`src/rtl/tts_pkg.sv`:
```
// Shared types, constants and register indexes of the timed turn-and-drive sequencer.
`default_nettype none

package tts_pkg;

	// Binary angle width (full circle = 2**ANGLE_BITS) and phase counter width.
	localparam int ANGLE_BITS = 16;
	localparam int COUNT_BITS = 32;

	// Fixed field widths.
	localparam int FIELD_BITS = 16;
	localparam int CFG_BITS   = 32;
	localparam int DUTY_BITS  = 10;
	localparam int CFG_IDX_BITS = 4;

	// Fractional bits of the distance scale register.
	localparam int DIST_FRAC_BITS = 16;

	// Product widths before the fixed-point shift.
	localparam int TURN_PROD_BITS  = ANGLE_BITS + CFG_BITS;
	localparam int DRIVE_PROD_BITS = FIELD_BITS + CFG_BITS;

	// Largest phase count, held in a 64-bit word for comparisons.
	localparam logic [63:0] COUNT_MAX = 64'((65'd1 << COUNT_BITS) - 65'd1);

	// Register reset values.
	localparam logic [CFG_BITS-1:0]  PAUSE_RESET = 32'd112500000;
	localparam logic [DUTY_BITS-1:0] DUTY_RESET  = 10'd512;

	// Configuration register indexes.
	localparam logic [CFG_IDX_BITS-1:0] CFG_TICKS_PER_REV  = 4'd0;
	localparam logic [CFG_IDX_BITS-1:0] CFG_TICKS_PER_DIST = 4'd1;
	localparam logic [CFG_IDX_BITS-1:0] CFG_PAUSE_TICKS    = 4'd2;
	localparam logic [CFG_IDX_BITS-1:0] CFG_DRIVE_DUTY     = 4'd3;

	typedef logic [ANGLE_BITS-1:0] angle_t;
	typedef logic [COUNT_BITS-1:0] count_t;
	typedef logic [DUTY_BITS-1:0]  duty_t;

	// Movement phase.
	typedef enum logic [1:0] {
		PH_IDLE  = 2'd0,
		PH_TURN  = 2'd1,
		PH_PAUSE = 2'd2,
		PH_DRIVE = 2'd3
	} phase_t;

	// Configuration register contents.
	typedef struct packed {
		logic [CFG_BITS-1:0] ticks_per_revolution;
		logic [CFG_BITS-1:0] ticks_per_distance;
		logic [CFG_BITS-1:0] pause_ticks;
		duty_t               drive_duty;
	} cfg_t;

	// One input item.
	typedef struct packed {
		logic                  cmd;
		logic [FIELD_BITS-1:0] pose_angle;
		logic [FIELD_BITS-1:0] target_heading;
		logic [FIELD_BITS-1:0] travel_distance;
	} item_t;

	// One result item.
	typedef struct packed {
		duty_t      pwm_left;
		duty_t      pwm_right;
		logic       forward;
		logic [1:0] phase;
		logic       busy_res;
		logic       rejected;
	} result_t;

endpackage

`default_nettype wire

```
`src/rtl/tts_cfg.sv`:
```
// Configuration register file of the timed turn-and-drive sequencer.
`default_nettype none

module tts_cfg
	import tts_pkg::*;
(
	input  wire logic                    clk,
	input  wire logic                    arst_n,
	input  wire logic                    cfg_valid,
	output logic                         cfg_ready,
	input  wire logic [CFG_IDX_BITS-1:0] cfg_index,
	input  wire logic [CFG_BITS-1:0]     cfg_data,
	output cfg_t                         cfg
);

	cfg_t cfg_q;

	// Writes are always taken.
	assign cfg_ready = 1'b1;
	assign cfg      = cfg_q;

	// Register writes; indexes beyond the last register are dropped.
	always_ff @(posedge clk or negedge arst_n) begin
		if (!arst_n) begin
			cfg_q.ticks_per_revolution <= '0;
			cfg_q.ticks_per_distance   <= '0;
			cfg_q.pause_ticks          <= PAUSE_RESET;
			cfg_q.drive_duty           <= DUTY_RESET;
		end else if (cfg_valid) begin
			case (cfg_index)
				CFG_TICKS_PER_REV:  cfg_q.ticks_per_revolution <= cfg_data;
				CFG_TICKS_PER_DIST: cfg_q.ticks_per_distance   <= cfg_data;
				CFG_PAUSE_TICKS:    cfg_q.pause_ticks          <= cfg_data;
				CFG_DRIVE_DUTY:     cfg_q.drive_duty           <= cfg_data[DUTY_BITS-1:0];
				default: ;
			endcase
		end
	end

endmodule

`default_nettype wire

```
`src/rtl/tts_core.sv`:
```
// Phase state machine, tick countdown and turn/drive length arithmetic.
`default_nettype none

module tts_core
	import tts_pkg::*;
(
	input  wire logic  clk,
	input  wire logic  arst_n,
	input  wire logic  adv,
	input  wire item_t item,
	input  wire cfg_t  cfg,
	output result_t    result
);

	phase_t phase_q, phase_n;
	count_t remaining_q, remaining_n;
	count_t pending_q, pending_n;
	duty_t  left_q, left_n;
	duty_t  right_q, right_n;
	logic   dir_q, dir_n;

	angle_t pose, head, h_diff, p_diff, turn_angle;
	duty_t  turn_left, turn_right;
	logic [TURN_PROD_BITS-1:0]  turn_prod, turn_shift;
	logic [DRIVE_PROD_BITS-1:0] drive_prod, drive_shift;
	count_t turn_ticks, drive_ticks, pause_count, pending_eff, rem_dec;
	logic   cmd_start, tick, rejected, begin_ph;
	phase_t start_ph;
	count_t start_cnt;

	// Angle differences and the shorter way round.
	assign pose       = angle_t'(item.pose_angle);
	assign head       = angle_t'(item.target_heading);
	assign h_diff     = head - pose;
	assign p_diff     = pose - head;
	assign turn_angle = (h_diff >= p_diff) ? p_diff : h_diff;
	assign turn_left  = (h_diff >= p_diff) ? '0 : cfg.drive_duty;
	assign turn_right = (h_diff >= p_diff) ? cfg.drive_duty : '0;

	// Turn and drive lengths, truncated and saturated to the counter width.
	assign turn_prod   = TURN_PROD_BITS'(turn_angle) * TURN_PROD_BITS'(cfg.ticks_per_revolution);
	assign turn_shift  = turn_prod >> ANGLE_BITS;
	assign drive_prod  = DRIVE_PROD_BITS'(item.travel_distance)
		* DRIVE_PROD_BITS'(cfg.ticks_per_distance);
	assign drive_shift = drive_prod >> DIST_FRAC_BITS;
	assign turn_ticks  = (64'(turn_shift) > COUNT_MAX) ? count_t'(COUNT_MAX)
		: count_t'(turn_shift);
	assign drive_ticks = (64'(drive_shift) > COUNT_MAX) ? count_t'(COUNT_MAX)
		: count_t'(drive_shift);
	assign pause_count = (64'(cfg.pause_ticks) > COUNT_MAX) ? count_t'(COUNT_MAX)
		: count_t'(cfg.pause_ticks);

	// Item classification.
	assign cmd_start   = adv && item.cmd && (phase_q == PH_IDLE);
	assign tick        = adv && !item.cmd && (phase_q != PH_IDLE);
	assign rejected    = item.cmd && (phase_q != PH_IDLE);
	assign pending_eff = cmd_start ? drive_ticks : pending_q;
	assign rem_dec     = (remaining_q != '0) ? remaining_q - count_t'(1) : '0;

	// Which phase is asked to begin, and with what count.
	always_comb begin
		begin_ph  = 1'b0;
		start_ph  = PH_IDLE;
		start_cnt = '0;
		if (cmd_start) begin
			begin_ph = 1'b1;
			if (h_diff == '0) begin
				start_ph  = PH_DRIVE;
				start_cnt = drive_ticks;
			end else begin
				start_ph  = PH_TURN;
				start_cnt = turn_ticks;
			end
		end else if (tick && rem_dec == '0) begin
			begin_ph = 1'b1;
			case (phase_q)
				PH_TURN: begin
					start_ph  = PH_PAUSE;
					start_cnt = pause_count;
				end
				PH_PAUSE: begin
					start_ph  = PH_DRIVE;
					start_cnt = pending_q;
				end
				default: begin
					start_ph  = PH_IDLE;
					start_cnt = '0;
				end
			endcase
		end
	end

	// Next state: a phase with a zero count is skipped at once.
	always_comb begin
		phase_n     = phase_q;
		remaining_n = tick ? rem_dec : remaining_q;
		if (begin_ph) begin
			case (start_ph)
				PH_TURN: begin
					if (start_cnt != '0) begin
						phase_n     = PH_TURN;
						remaining_n = start_cnt;
					end else if (pause_count != '0) begin
						phase_n     = PH_PAUSE;
						remaining_n = pause_count;
					end else if (pending_eff != '0) begin
						phase_n     = PH_DRIVE;
						remaining_n = pending_eff;
					end else begin
						phase_n     = PH_IDLE;
						remaining_n = '0;
					end
				end
				PH_PAUSE: begin
					if (start_cnt != '0) begin
						phase_n     = PH_PAUSE;
						remaining_n = start_cnt;
					end else if (pending_eff != '0) begin
						phase_n     = PH_DRIVE;
						remaining_n = pending_eff;
					end else begin
						phase_n     = PH_IDLE;
						remaining_n = '0;
					end
				end
				PH_DRIVE: begin
					if (start_cnt != '0) begin
						phase_n     = PH_DRIVE;
						remaining_n = start_cnt;
					end else begin
						phase_n     = PH_IDLE;
						remaining_n = '0;
					end
				end
				default: begin
					phase_n     = PH_IDLE;
					remaining_n = '0;
				end
			endcase
		end
	end

	// Wheel duties and direction for the phase being entered.
	always_comb begin
		left_n    = left_q;
		right_n   = right_q;
		pending_n = cmd_start ? drive_ticks : pending_q;
		dir_n     = dir_q | cmd_start;
		if (begin_ph) begin
			case (phase_n)
				PH_TURN: begin
					left_n  = turn_left;
					right_n = turn_right;
				end
				PH_DRIVE: begin
					left_n  = cfg.drive_duty;
					right_n = cfg.drive_duty;
				end
				default: begin
					left_n  = '0;
					right_n = '0;
				end
			endcase
		end
	end

	// State registers, updated once per item.
	always_ff @(posedge clk or negedge arst_n) begin
		if (!arst_n) begin
			phase_q     <= PH_IDLE;
			remaining_q <= '0;
			pending_q   <= '0;
			left_q      <= '0;
			right_q     <= '0;
			dir_q       <= 1'b0;
		end else if (adv) begin
			phase_q     <= phase_n;
			remaining_q <= remaining_n;
			pending_q   <= pending_n;
			left_q      <= left_n;
			right_q     <= right_n;
			dir_q       <= dir_n;
		end
	end

	// Result of the item: state after its update.
	assign result.pwm_left  = left_n;
	assign result.pwm_right = right_n;
	assign result.forward   = dir_n;
	assign result.phase     = 2'(phase_n);
	assign result.busy_res  = (phase_n != PH_IDLE);
	assign result.rejected  = rejected;

`ifndef SYNTH
	// A running phase always has ticks left.
	a_busy_count: assert property (@(posedge clk) disable iff (!arst_n)
		(phase_q != PH_IDLE) |-> (remaining_q != '0))
		else $error("running phase with zero count");

	// Idle and pause leave both wheels stopped.
	a_stopped: assert property (@(posedge clk) disable iff (!arst_n)
		(phase_q == PH_IDLE || phase_q == PH_PAUSE) |-> (left_q == '0 && right_q == '0))
		else $error("wheel duty set while stopped");

	// A command taken while busy leaves the phase and count untouched.
	a_reject_holds: assert property (@(posedge clk) disable iff (!arst_n)
		(adv && item.cmd && phase_q != PH_IDLE)
		|=> (phase_q == $past(phase_q) && remaining_q == $past(remaining_q)))
		else $error("rejected command changed the move");

	// Moving implies the direction bit is set.
	a_forward: assert property (@(posedge clk) disable iff (!arst_n)
		(phase_q != PH_IDLE) |-> dir_q)
		else $error("moving without direction bit");
`endif

endmodule

`default_nettype wire

```
`src/rtl/timed_turn_and_drive_sequencer_top.sv`:
```
// Top level of the timed turn-and-drive sequencer: channels, item and result registers.
//
// Usage: items arrive on the cmd channel (cmd_valid/cmd_ready); an item is either a
// timer tick (cmd = 0) or a move command (cmd = 1) with pose, heading and distance.
// Every item gives exactly one result on the res channel (res_valid/res_ready) with
// the wheel duties, direction, phase, busy flag and the rejected flag.
// Registers are written on the cfg channel (cfg_valid/cfg_ready, cfg_index,
// cfg_data); cfg_ready is always high and writes belong to idle periods.
// An item taken into the item register passes through the phase logic into the
// result register, and res_valid rises when the result register is written.
// Throughput: one item per cycle while the receiver keeps up; the phase state and
// both fixed-point products are updated by one pass of logic between the item
// register and the result register.
// A stalled receiver holds the result register; the item register then fills and
// cmd_ready drops until res_ready returns, so nothing is lost or repeated.
// Reset clears the phase to idle, all counts and duties to zero, the direction bit,
// and loads the register reset values (pause 112500000 ticks, duty 512).
`default_nettype none

module timed_turn_and_drive_sequencer_top
	import tts_pkg::*;
(
	input  wire logic                    clk,
	input  wire logic                    arst_n,
	input  wire logic                    cmd_valid,
	output logic                         cmd_ready,
	input  wire logic                    cmd,
	input  wire logic [FIELD_BITS-1:0]   pose_angle,
	input  wire logic [FIELD_BITS-1:0]   target_heading,
	input  wire logic [FIELD_BITS-1:0]   travel_distance,
	output logic                         res_valid,
	input  wire logic                    res_ready,
	output logic [DUTY_BITS-1:0]         pwm_left,
	output logic [DUTY_BITS-1:0]         pwm_right,
	output logic                         forward,
	output logic [1:0]                   phase,
	output logic                         busy_res,
	output logic                         rejected,
	input  wire logic                    cfg_valid,
	output logic                         cfg_ready,
	input  wire logic [CFG_IDX_BITS-1:0] cfg_index,
	input  wire logic [CFG_BITS-1:0]     cfg_data
);

	cfg_t    cfg;
	item_t   item_s1;
	logic    valid_s1;
	result_t result;
	result_t res_q;
	logic    res_valid_q;
	logic    adv;

	// Configuration registers.
	tts_cfg u_cfg (
		.clk       (clk),
		.arst_n    (arst_n),
		.cfg_valid (cfg_valid),
		.cfg_ready (cfg_ready),
		.cfg_index (cfg_index),
		.cfg_data  (cfg_data),
		.cfg       (cfg)
	);

	// The held item moves on whenever the result register is free or being emptied.
	assign adv       = valid_s1 && (!res_valid_q || res_ready);
	assign cmd_ready = !valid_s1 || adv;

	// Item register.
	always_ff @(posedge clk or negedge arst_n) begin
		if (!arst_n) begin
			valid_s1 <= 1'b0;
		end else if (cmd_ready) begin
			valid_s1 <= cmd_valid;
		end
	end

	always_ff @(posedge clk) begin
		if (cmd_valid && cmd_ready) begin
			item_s1.cmd             <= cmd;
			item_s1.pose_angle      <= pose_angle;
			item_s1.target_heading  <= target_heading;
			item_s1.travel_distance <= travel_distance;
		end
	end

	// Sequencer state and next-state logic.
	tts_core u_core (
		.clk    (clk),
		.arst_n (arst_n),
		.adv    (adv),
		.item   (item_s1),
		.cfg    (cfg),
		.result (result)
	);

	// Result register.
	always_ff @(posedge clk or negedge arst_n) begin
		if (!arst_n) begin
			res_valid_q <= 1'b0;
		end else if (adv) begin
			res_valid_q <= 1'b1;
		end else if (res_ready) begin
			res_valid_q <= 1'b0;
		end
	end

	always_ff @(posedge clk) begin
		if (adv) begin
			res_q <= result;
		end
	end

	// Result ports.
	assign res_valid = res_valid_q;
	assign pwm_left  = res_q.pwm_left;
	assign pwm_right = res_q.pwm_right;
	assign forward   = res_q.forward;
	assign phase     = res_q.phase;
	assign busy_res  = res_q.busy_res;
	assign rejected  = res_q.rejected;

endmodule

`default_nettype wire
```
`config.mk`:
```
export PLATFORM = sky130hd
export DESIGN_NAME = timed_turn_and_drive_sequencer_top
export DESIGN_NICKNAME = d
export VERILOG_FILES = /design/src/rtl/tts_pkg.sv /design/src/rtl/tts_cfg.sv /design/src/rtl/tts_core.sv /design/src/rtl/timed_turn_and_drive_sequencer_top.sv
export SDC_FILE = /design/constraint.sdc
export NUM_CORES = 2
export LEC_CHECK = 0
export BUFFER_PORTS_ARGS = -buffer_cell sky130_fd_sc_hd__buf_2
export CELL_PAD_IN_SITES_DETAIL_PLACEMENT = 1
export CELL_PAD_IN_SITES_GLOBAL_PLACEMENT = 1
export CORE_AREA = 2 2 401 403
export CTS_CLUSTER_SIZE = 14
export DETAILED_ROUTE_END_ITERATION = 16
export DIE_AREA = 0 0 403 405
export GPL_TIMING_DRIVEN = 0
export PLACE_DENSITY_LB_ADDON = 0.1
export SYNTH_ARGS = -nofsm -noshare
export SYNTH_HDL_FRONTEND = slang
export SYNTH_HIERARCHICAL = 1
export SYNTH_SLANG_ARGS = --single-unit
export TNS_END_PERCENT = 1
```
`constraint.sdc`:
```
create_clock -name clk -period 17.3 [get_ports clk]
set_input_delay 3.46 -clock clk [delete_from_list [all_inputs] [get_ports clk]]
set_output_delay 3.46 -clock clk [all_outputs]
set_load 0.02 [all_outputs]
```
---- Word-level counts from Yosys, hierarchy flattened ----
Cells that the tools add are included.
storage, ports and cells
  RAM bits ................................ 0
  bits in registers ....................... 269
  memories ................................ 0
  word-level logic and storage cells ...... 109
  output and inout bits ................... 28
  latch bits .............................. 0
  bits of input ports ..................... 90
  ROM bits ................................ 0
operators by class
  eq/ne operators ......................... 10
  $lt $le $gt $ge ......................... 3
  shifts and indexed selects .............. 0
  add/subtract/negate cells ............... 3
  divide/modulo/power cells ............... 0
  reduce and logical (&&, ||, !) cells .... 30
  multiplexer cells ....................... 38
  multiply operators ...................... 2
  bitwise logic cells ..................... 1
operator list
  operator               count
  $mux 32                14
  $reduce_bool 32->1     4
  $mul 16x32->48         2
  $pmux 32 s3            1
  $gt 32x32->1 const B   2
  $pmux 32 s2            1
  $mux 10                4
  $pmux 10 s2            2
  $logic_not 32->1       1
  $sub 16x16->16         2
  $sub 32x1->32 const B  1
  $mux 2                 9
  $ge 16x16->1           1
  $logic_not 16->1       1
  $mux 16                1
  $reduce_and 2->1       5
  $eq 2x2->1 const B     4
  $eq 4x2->1 const B     2
  $logic_and 1x1->1      8
  $reduce_bool 2->1      4
  $eq 2x1->1 const B     3
  $pmux 2 s3             1
  $eq 4x1->1 const B     1
  $logic_not 4->1        1
  other kinds (6)        12

---- Longest topological paths before layout ----
  word-level depth ........................ 15
  mapped depth ............................ 59
  gate-level depth less buffers ........... 52

---- Hierarchy ----
The synthesis kept the hierarchy.
modules (own cells, without submodules)
  module                              instances  area an instance (um2)  seq. area each (um2)  cells an instance
  tts_core                            1          40904.2                 2177.1                4899
  tts_cfg                             1          4166.5                  2668.8                230
  timed_turn_and_drive_sequencer_top  1          2326.0                  2272.2                82

---- Worst setup path after synthesis ----
Ideal clock, no wire load.
  path type ............................... reg-to-reg
  start point ............................. register item_s1[17] (netlist name)
  end point ............................... register res_q (netlist bit busy_res) (data pin)
  data arrival time ....................... 12394 ps
  stages on the path, launching flop included .. 53
  data required time ...................... 17035 ps
  clock period less this slack ............ 12659 ps
  setup time .............................. 265 ps
  buffers on the path ..................... 7
  setup slack ............................. 4641 ps
  path through ............................ edfxtp_1 -> inv_1 -> ha_1 -> a21oi_1 -> o21ai_0 -> a21oi_1 -> o21ai_0 -> a21oi_1 -> o21bai_1 -> a211o_1 -> a21o_1 -> a21oi_1 -> o21bai_1 -> a21o_1 -> a21oi_1 -> xnor2_1 -> ha_1 -> a21oi_1 -> [... 17 more ...] -> a21oi_1 -> o21ai_0 -> a221oi_1 -> o21ai_0 -> a2111oi_0 -> o21ai_0 -> o211a_1 -> a31oi_1 -> o21ai_1 -> or4_1 -> or4_1 -> or4b_1 -> buf_4 -> or2_0 -> buf_2 -> a22oi_4 -> buf_6 -> nand4_1
RTL lines
  element               line                                       source
  start, declared       timed_turn_and_drive_sequencer_top.sv:46   item_t item_s1;
  end signal, assigned  timed_turn_and_drive_sequencer_top.sv:109  res_q <= result;
  end, declared         timed_turn_and_drive_sequencer_top.sv:49   result_t res_q;

---- Final worst setup path ----
  start point ............................. register item_s1[33] (netlist name)
  end point ............................... register u_core.remaining_q[21]
between the ends
  cells in the longest elaborated chain, start to end .. 12
  elaborated cells on any way between the ends .. 21
  those cells by class .................... 2 x add/sub; 1 x mul; 2 x order compare; 3 x eq/ne; 11 x mux; 2 x reduce/logical
ends and longest elaborated chain
  element                                   line                                               source
  $sub 16x16->16, on equally long branches  tts_core.sv:34, tts_core.sv:35
  $ge 16x16->1                              tts_core.sv:36                                     assign turn_angle = (h_diff >= p_diff) ? p_diff : h_diff;
  $mux 16                                   tts_core.sv:36
  $mul 16x32->48                            tts_core.sv:41                                     assign turn_prod = TURN_PROD_BITS'(turn_angle) * TURN_PROD_BITS'(cfg.ticks_per_revolution);
  $gt 32x32->1                              tts_core.sv:46                                     assign turn_ticks = (64'(turn_shift) > COUNT_MAX) ? count_t'(COUNT_MAX)
  $mux 32                                   tts_core.sv:46
  $mux 32                                   tts_core.sv:67                                     if (h_diff == '0) begin
  $mux 32                                   tts_core.sv:65                                     if (cmd_start) begin
  $reduce_bool 32->1                        tts_core.sv:100, tts_core.sv:115, tts_core.sv:127
  $mux 32, on equally long branches         tts_core.sv:127, tts_core.sv:100, tts_core.sv:115
  $pmux 32 s3 *                             tts_core.sv:98                                     case (start_ph)
  $mux 32 *                                 tts_core.sv:97                                     if (begin_ph) begin
  end signal, assigned                      tts_core.sv:178                                    remaining_q <= remaining_n;
  end, declared                             tts_core.sv:16                                     count_t remaining_q, remaining_n;
Mark *: on every way between the ends. The rest lies on a longest branch, timed or not.
A chain may end at the register's enable or synchronous reset.

==> impl_metrics.tcl <==
set metrics [dict create \
    status "finished, final reports clean" \
    clock_sinks 269 \
    critical_path.max_stage_delay_ns 0.62 \
    maxSlewViolCount 0 \
    cts-buffers-inserted 39 \
    crit_slowest_cell "or4_1" \
    clk_path_buf_depth 3 \
    ios 118 \
    avgRoutedWirePerCell_um 27.6 \
    rows 147 \
    ys_top_cells_by_area "fa_1 35%, dfrtp_1 9.6%, ha_1 7.5%" \
    hp-class "flip-flop to flip-flop" \
    synth_flop_cell "dfrtp_1" \
    grt_pass1_wl_um 302000 \
    die_h_um 405 \
    top_usage_layer "met2" \
    gr-usage-met1_pct 35.4 \
    crit_family "compound AO/OA/AOI/OAI gates" \
    crit_buf_inv 9 \
    grt-ovfl-total 0 \
    min_period_over_period_pct 94.9 \
    fin_ws_ns 0.874 \
    required_ns 17.81 \
    worst_pin_slew_ns 1.27 \
    use_met3_pct 1.95 \
    syn-num-nets 6420 \
    pre_cts_ws_ns -0.424 \
    cts_tree "done" \
    grtUsageMet2_pct 42.6 \
    core-area_um2 159000 \
    worstPathArrival_ns 16.94 \
    drt_iter0_drc 2440 \
    min_period_ns 16.43 \
    synth_top_area_share_pct 35.3 \
    root_buffer "clkbuf_16" \
    cap_violations 0 \
    syn_area_um2 47400 \
    ant_nets 0 \
    path_max_fanout 10 \
    num_vias 39100 \
    clock-skew-final_ns 0.0327 \
    ys_warn_count 6 \
    dp_hpwl_um 172000 \
    dieArea_um2 163000 \
    final_hold_viol_count 0 \
    synth_cell_types 102 \
    grt_max_degree 89 \
    io_buffers 116 \
    fin_nets 6583 \
    synthCells 5211 \
    grt_pass1_vias 42600 \
    ys_seq_elements 269 \
    place_congestion 0.929 \
    mostFrequentLayoutCells "917 x nand2_1, 836 x fa_1, 788 x inv_1" \
    cp_common_cell "a21oi_1" \
    htreeDepth 2 \
    die_w_um 403 \
    drive_above_1_share_pct 7.66 \
    avgSynthCellArea_um2 9.10 \
    slew_headroom_pct 14.6 \
    insertion_delay_ns 0.63 \
    clk_pin_slew_ns 0.06 \
    antenna_found_initial 19 \
    synth.yosys.seq_area_share_pct 15.0 \
    final_common_cell "nand2_1" \
    grtUsageTotal_pct 25.5 \
    yosysTopAreaCell "fa_1" \
    async_reset_ff_share_pct 72.5 \
    rsz0062_at_grt "no" \
    start_util_pct 29.8 \
    synth_edf_count 74 \
    endpoint_kind "flip-flop" \
    critPathLaunchType "flip-flop" \
    max_freq_mhz 60.9 \
    setup.worst_path.class "flip-flop to flip-flop" \
    setup_violations 0 \
    vias_per_cell 5.23 \
    drc_errors 0 \
    first_pass_iters 6 \
    routed_wl_um 206000 \
    areaGrowthSynthToFinish_pct 9.86 \
    ctsHoldBuffers 0 \
]
==> worst paths after layout <==
kind,slack [ns],to,start,cells after the start
hold / removal,0.46,u_core/dir_q,u_core/dir_q,1
setup reg to reg,0.87,u_core/remaining_q[21],item_s1[33],51
hold reg to reg,0.46,u_core/dir_q,u_core/dir_q,1
max in group asynchronous,13.38,u_cfg/cfg[50],arst_n,3
setup / recovery,0.87,u_core/remaining_q[21],item_s1[33],51
min in group asynchronous,2.67,u_core/remaining_q[19],arst_n,1
==> metal layers <==
layer	part of all wire, %	up-vias
li1	-	17100
met1	46	20900
met2	48	936
met3	3.9	216
met4	2.9	2
met5	0.0078	-
==> cells by family (layout without fill, tap and decap cells) <==
kind of cell / count (synthesis) / in the layout / synth area share [%]
mux: 124 / 124 / 3.16
simple gates: 1776 / 1776 / 17.9
flops: 269 / 269 / 15.0
other cells: 1 / 2 / 0.00791
fa+ha+maj: 1119 / 1119 / 42.8
buf+inv: 1082 / 1275 / 8.91
xor+xnor: 87 / 87 / 1.61
compound gates: 753 / 753 / 10.6
==> metrics by stage <==
step                hold WS (ns)  utilization (%)  TNS [ns]  instances  cell area, µm²
floorplan                  0.425                -         0       5211           47400
global placement           0.446             31.8    -14.82       7413           50600
detailed placement         0.446             31.8    -11.34       7418           50700
CTS                        0.469             32.7         0       7491           52000
global route               0.490             32.7         0       7490           52100
finish                     0.464             32.7         0       7491           52100
==> worst register-to-register path, delay by kind of cell (launching register included) <==
kind | cells | cell delay [ns]
flip-flops | 1 | 0.48
multiplexers | 1 | 0.24
buffers and inverters | 9 | 2.99
adder cells (fa/ha/maj) | 9 | 4.03
AND/OR/NAND/NOR | 9 | 3.55
XOR/XNOR | 1 | 0.15
AO/OA/AOI/OAI | 22 | 4.90
==> sequential cells by signal, summed over array words and instances (netlist names), 2 cells and up <==
| register | flops |
|---|---|
| u_core/remaining_q | 32 |
| u_core/left_q | 10 |
| pwm_left | 10 |
| item_s1 | 49 |
| u_core/right_q | 10 |
| u_core/phase_q | 2 |
| u_core/pending_q | 32 |
| u_cfg/cfg | 106 |
| pwm_right | 10 |
| phase | 2 |
==> Yosys cell counts, drive strengths merged, types with 54 or more instances <==
cell and instances:
nor2 150, o21ai 156, mux2 115, edfxtp 74, nand4 58, clkbuf 255
nand2 917, xnor2 56, dfrtp 182, ha 283, inv 789, a21oi 188
and2 350, o31ai 58, nor3 54, fa 836
==> final cells by class <==
type	count	area [µm²]
Multi-Input combinational cell	3860	36100
Clock inverter	20	243
Fill cell	18500	107000
Inverter	789	2960
Buffer	292	1290
Sequential cell	269	7120
Antenna cell	1	2.50
Clock buffer	51	1080
Tap cell	2086	2610
Timing Repair Buffer	123	681
==> timing repair <==
action	CTS	global route
endpoints found under the hold margin	0	0
buffers inserted	2	0
endpoints found under the setup margin	70	71
gates resized for setup	3	56
Power is left out: the tool's default activity adds up to more than one toggle a clock period on the data nets, which glitch-free logic cannot reach.
